`src/rtl/rmbr_pkg.sv`:
```
// ----------------------------------------------------------------------------
// Rolling-minimum baseline restoration package
// Shared constants, register codes and control types.
// ----------------------------------------------------------------------------
package rmbr_pkg;

  localparam int WINDOW_MAX_DEF  = 256;
  localparam int SAMPLE_BITS_DEF = 16;

  localparam int CFG_IDX_W  = 1;
  localparam int CFG_DATA_W = 9;
  localparam int WIN_LEN_W  = 9;
  localparam int WIN_LEN_RESET = 64;

  // Number of taps folded together in the first level of the tap selector.
  localparam int TAP_GROUP = 16;

  typedef enum logic [CFG_IDX_W-1:0] {
    REG_WINDOW_LENGTH    = 1'b0,
    REG_UNBOUNDED_WINDOW = 1'b1
  } cfg_reg_e;

  typedef struct packed {
    logic shift_en;
    logic restart;
  } cell_ctrl_t;

endpackage

```
`src/rtl/rmbr_cell.sv`:
```
// ----------------------------------------------------------------------------
// Rolling-minimum cell
// Holds the minimum of the last (index + 1) samples of the record and hands
// it to the next cell on every accepted transaction.
// ----------------------------------------------------------------------------
module rmbr_cell #(
  parameter int SAMPLE_BITS = rmbr_pkg::SAMPLE_BITS_DEF,
  parameter int IDX_W       = 8,
  parameter int CELL_IDX    = 0
) (
  input  logic                          clk_i,
  input  rmbr_pkg::cell_ctrl_t          ctrl_i,
  input  logic signed [SAMPLE_BITS-1:0] sample_i,
  input  logic signed [SAMPLE_BITS-1:0] left_i,
  input  logic        [IDX_W-1:0]       win_last_i,
  output logic signed [SAMPLE_BITS-1:0] value_o,
  output logic        [SAMPLE_BITS-1:0] tap_o
);

  logic signed [SAMPLE_BITS-1:0] value_q;
  logic signed [SAMPLE_BITS-1:0] value_d;
  logic                          selected;

  always_comb begin
    if (ctrl_i.restart || (sample_i < left_i)) begin
      value_d = sample_i;
    end else begin
      value_d = left_i;
    end
  end

  always_ff @(posedge clk_i) begin
    if (ctrl_i.shift_en) begin
      value_q <= value_d;
    end
  end

  assign selected = (win_last_i == IDX_W'(CELL_IDX));
  assign value_o  = value_q;
  assign tap_o    = selected ? value_q : '0;

endmodule

```
`config.mk`:
```
export PLATFORM = sky130hd
export DESIGN_NAME = rmbr_cell
export DESIGN_NICKNAME = d
export VERILOG_FILES = /design/src/rtl/rmbr_pkg.sv /design/src/rtl/rmbr_cell.sv
export SDC_FILE = /design/constraint.sdc
export NUM_CORES = 1
export LEC_CHECK = 0
export ABC_AREA = 1
export ABC_CLOCK_PERIOD_IN_PS = 3500
export BUFFER_PORTS_ARGS = -buffer_cell sky130_fd_sc_hd__buf_4
export CELL_PAD_IN_SITES_DETAIL_PLACEMENT = 1
export CELL_PAD_IN_SITES_GLOBAL_PLACEMENT = 1
export CORE_MARGIN = 2
export CORE_UTILIZATION = 32
export DETAILED_ROUTE_END_ITERATION = 16
export GPL_TIMING_DRIVEN = 0
export PLACE_DENSITY_LB_ADDON = 0.1
export SYNTH_ARGS = -nofsm -noshare
export SYNTH_HDL_FRONTEND = slang
export SYNTH_SLANG_ARGS = --single-unit
```
`constraint.sdc`:
```
create_clock -name clk_i -period 3.5 [get_ports clk_i]
set_input_delay 0.525 -clock clk_i [delete_from_list [all_inputs] [get_ports clk_i]]
set_output_delay 0.525 -clock clk_i [all_outputs]
set_load 0.01 [all_outputs]
```
Word level (Yosys, flattened, before mapping)

Index checks and enable logic that the tools add are counted.

Flip-flop bits (word level): 16
Output and inout bits: 32

$lt $le $gt $ge: 1
Multiplexer cells: 2
Reductions and logical operators: 2

Operator list:

| cell                | count |
|---|---|
| two-way mux 16 bit  | 2 |
| < comparator 16 bit | 1 |
| logical NOT 8 bit   | 1 |
| logical OR 1 bit    | 1 |

Logic depth before layout (Yosys ltp)

Word-level depth: 3
Mapped depth: 15
Gate-level depth less buffers: 14

Worst setup path before layout

OpenSTA, ideal clock, no wires.

Kind: input port to flip-flop
From: in left_i[5]
To: reg value_q[5], in the netlist value_o[5], data pin
Setup time: 0.253 ns
Arrival: 1.739 ns
Slack: 1.507 ns
Cell stages on the path: 13
Cells stage by stage: inv_1 > ha_1 > a21oi_1 > nor2_1 > nor3_2 > nand2_1 > nand2_1 > nand2_1 > nand2_4 > nand3_4 > buf_6 > nand2_1 > nand2_1

Cells in the longest elaborated chain, start to end: 3

RTL lines:

| what                   | RTL line        | text |
|---|---|---|
| from (decl)            | rmbr_cell.sv:14 | `input logic signed [SAMPLE_BITS-1:0] left_i,` |
| < comparator 16 bit    | rmbr_cell.sv:25 | `if (ctrl_i.restart \|\| (sample_i < left_i)) begin` |
| logical OR 1 bit       | rmbr_cell.sv:25 |  |
| two-way mux 16 bit (*) | rmbr_cell.sv:25 |  |
| net value_d[5]         | rmbr_cell.sv:21 | `logic signed [SAMPLE_BITS-1:0] value_d;` |
| to (signal assigned)   | rmbr_cell.sv:34 | `value_q <= value_d;` |
| to (decl)              | rmbr_cell.sv:20 | `logic signed [SAMPLE_BITS-1:0] value_q;` |

The timed path passes the listed nets; every way through them passes the cells marked *.
A chain may end at the register's enable or synchronous reset.

Worst setup path in the final report

From: in win_last_i[5]
To: out tap_o[12]

Cells in the longest elaborated chain, start to end: 2

RTL lines:

| what               | RTL line        | text |
|---|---|---|
| from (decl)        | rmbr_cell.sv:15 | `input logic [IDX_W-1:0] win_last_i,` |
| logical NOT 8 bit  | rmbr_cell.sv:38 | `assign selected = (win_last_i == IDX_W'(CELL_IDX));` |
| two-way mux 16 bit | rmbr_cell.sv:40 | `assign tap_o = selected ? value_q : '0;` |
| to (decl)          | rmbr_cell.sv:17 | `output logic [SAMPLE_BITS-1:0] tap_o` |

Every way passes these cells.

==> metrics.md <==
| Metric | Value |
|---|---|
| Synth top area cells | `edfxtp_1 (36%), ha_1 (14%), nand2_1 (14%)` |
| Routed length per placed instance | `12.0 um` |
| Fin crit share | `0.623` |
| Max FFs per register | `16` |
| Number of synthesized flops with an enable pin | `16` |
| Total power | `586 uW` |
| Initial antenna violation count | `0` |
| Post-CTS Resized | `0` |
| Final Hold Slack | `0.559 ns` |
| CTS max path bufs | `2` |
| Fillers | `526` |
| Total number of vias | `1390` |
| Critical Path Source | `win_last_i[5]` |
| # setup viols final | `0` |
| Diodes inserted | `0` |
| Final min period | `2.18 ns` |
| I/O Buffers | `74` |
| Die Y | `68.2 um` |
| Post-route antenna net violation count | `0` |
| Synthesis-stage register bit count | `16` |
| Endpoints failing hold | `0` |
| Drt first pass iters | `4` |
| Seq/Total Area, Yosys | `0.365` |
| CTS tree | `built` |
| Gate power share | `0.349` |
| Die ar. | `0.00465 mm^2` |
| Via/cell ratio | `4.59` |
| Crit end category | `primary output` |
| Sw Share | `0.294` |
| Setup Crit Path Kind | `in2out` |
| Syn_area_per_cell | `7.49 um^2` |
| Internal | `414 uW` |
| Cell Pwr Density | `297 mW/mm^2` |
| Critical Path Fanout Max | `10` |
| DR DRC count | `0` |
| Worst setup endpoint | `tap_o[12]` |
| Post-CTS Setup Bufs | `0` |
| Post-synth ARST share | `0` |
| H-Tree Depth | `1` |
| YS warnings | `0` |
| Min-Delay Path Class | `in2reg` |
| Worst setup SP type | `primary input` |
| Congestion Overflow GR | `0` |
| Primary FF master, synth | `edfxtp_1` |
| Vias in the first global route | `1221` |
| Total negative slack | `0 ns` |
| Post-synth top cells | `nand2_1 (49), inv_1 (38), nor2_1 (19)` |
| Max Cap Viol | `0` |
| Initial DRC count | `18` |
| Cts hold-fix bufs | `0` |
| Relative slew margins | `0.682` |
| Area grow syn2layout | `50.0%` |
| Gr usage total | `0.154` |
| Slew Viols, Final | `0` |
| Core ar. | `0.00397 mm^2` |
| RSZ-0062 raised after global routing | `false` |
| CTS root buf | `clkbuf_8` |
| Inst Count DP | `300` |
| Sink Count | `16` |
| First-pass GRT wire length | `5450 um` |
| Layout cells sized above 1 | `0.336` |
| Clk network pwr share | `0.221` |
| Top cell type by total area after synthesis | `edfxtp_1` |
| Starting density of the core | `0.332` |
| Total CTS buffers | `3` |
| Maximum clock frequency | `0.459 GHz` |
| Arrival time worst endpoint | `1.66 ns` |
| Syn_nets | `234` |
| Max VDD drop | `116 uV` |
| Worst-Margin Slew | `0.477 ns` |
| Sequential share of power | `0.430` |
| DP Wirelength | `3120 um` |
| Number of top-level pins | `75` |
| Count leader, synth | `nand2_1` |
| Clk slew on worst S/H paths | `0.05 ns` |
| Util after Layout | `0.498` |
| Switch Pwr | `173 uW` |
| Largest net degree at the start of global routing | `17` |
| Status | `finished, final reports clean` |
| Leakage power | `0.00114 uW` |
| Synth top area share | `0.365` |
| Placer Congestion | `0.727` |
| Cell count after synthesis | `176` |
| Critical Path RT | `2.97 ns` |
| Die W | `68.2 um` |
| Site row count | `23` |
| Nets | `313` |
| Final Instance Count excl. Fillers | `303` |
| Yosys cell types | `19` |
| Mapped cell area | `0.00132 mm^2` |
| Final WL | `3630 um` |
## worst max-delay path: stages
cell and delay (ns):
buf_4 0.11, nor4_1 0.29, nand2_1 0.21, clkbuf_1 0.26, nor2_1 0.13, buf_4 0.13
## final cells by class
| type | count | area [um^2] | share of cell area |
|---|---|---|---|
| buffer | 5 | 28.8 | 0.0146 |
| clock buffer | 3 | 41.3 | 0.0209 |
| inverter | 39 | 146 | 0.0741 |
| multi-input combinational | 116 | 662 | 0.335 |
| sequential | 16 | 480 | 0.243 |
| tap | 50 | 62.6 | 0.0316 |
| timing repair buffer | 74 | 556 | 0.281 |
## power groups by stage
stage / registers, uW / logic [uW] / clock network (uW)
finish: 252 / 205 / 130
global route: 255 / 231 / 142
CTS: 253 / 208 / 133
detailed placement: 257 / 207 / 0
global placement: 255 / 203 / 0
floorplan: 266 / 90.6 / 0
## metrics by stage
stage / worst slack (ns) / cell area, um^2
after global placement: 1.18 / 1940
final: 1.32 / 1980
after floorplan: 1.51 / 1320
after detailed placement: 1.16 / 1940
after global routing: 1.09 / 1980
after CTS: 1.24 / 1980
## how the worst min path moves through the flow
stage                             from          end  slack, ns  depth (start not counted)
after CTS                  sample_i[0]   value_o[0]       0.56                          3
after global routing       sample_i[0]   value_o[0]       0.57                          3
after floorplan              ctrl_i[1]   value_o[0]       0.64                          0
after global placement    sample_i[11]  value_o[11]       0.81                          3
after detailed placement   sample_i[0]   value_o[0]       0.81                          3
final                      sample_i[0]   value_o[0]       0.56                          3
## cells in the final DEF (no fill, tap or decap), drive strengths merged
cell type / n
buf: 77
o21ai: 2
nor2: 20
nand2: 50
inv: 38
a21oi: 6
nand3: 3
nand4: 17
edfxtp: 16
clkbuf: 5
ha: 15
nor4: 2
clkinv: 1
nor3: 1
## cell families after synthesis
family	synth area share
AOI/OAI and AO/OA	0.0304
buffers and inverters	0.133
adders and majority gates	0.142
and+or+nand+nor	0.330
DFF	0.365
## routing by layer
metal  wire length (um)  vias up  track usage
met4                 42        0       0.0450
met5                  0        -            0
met1               1520      622        0.199
met3                242        4       0.0148
li1                   -      719            -
met2               1820       45        0.269
No activity file was read; power rests on OpenSTA's default activity.
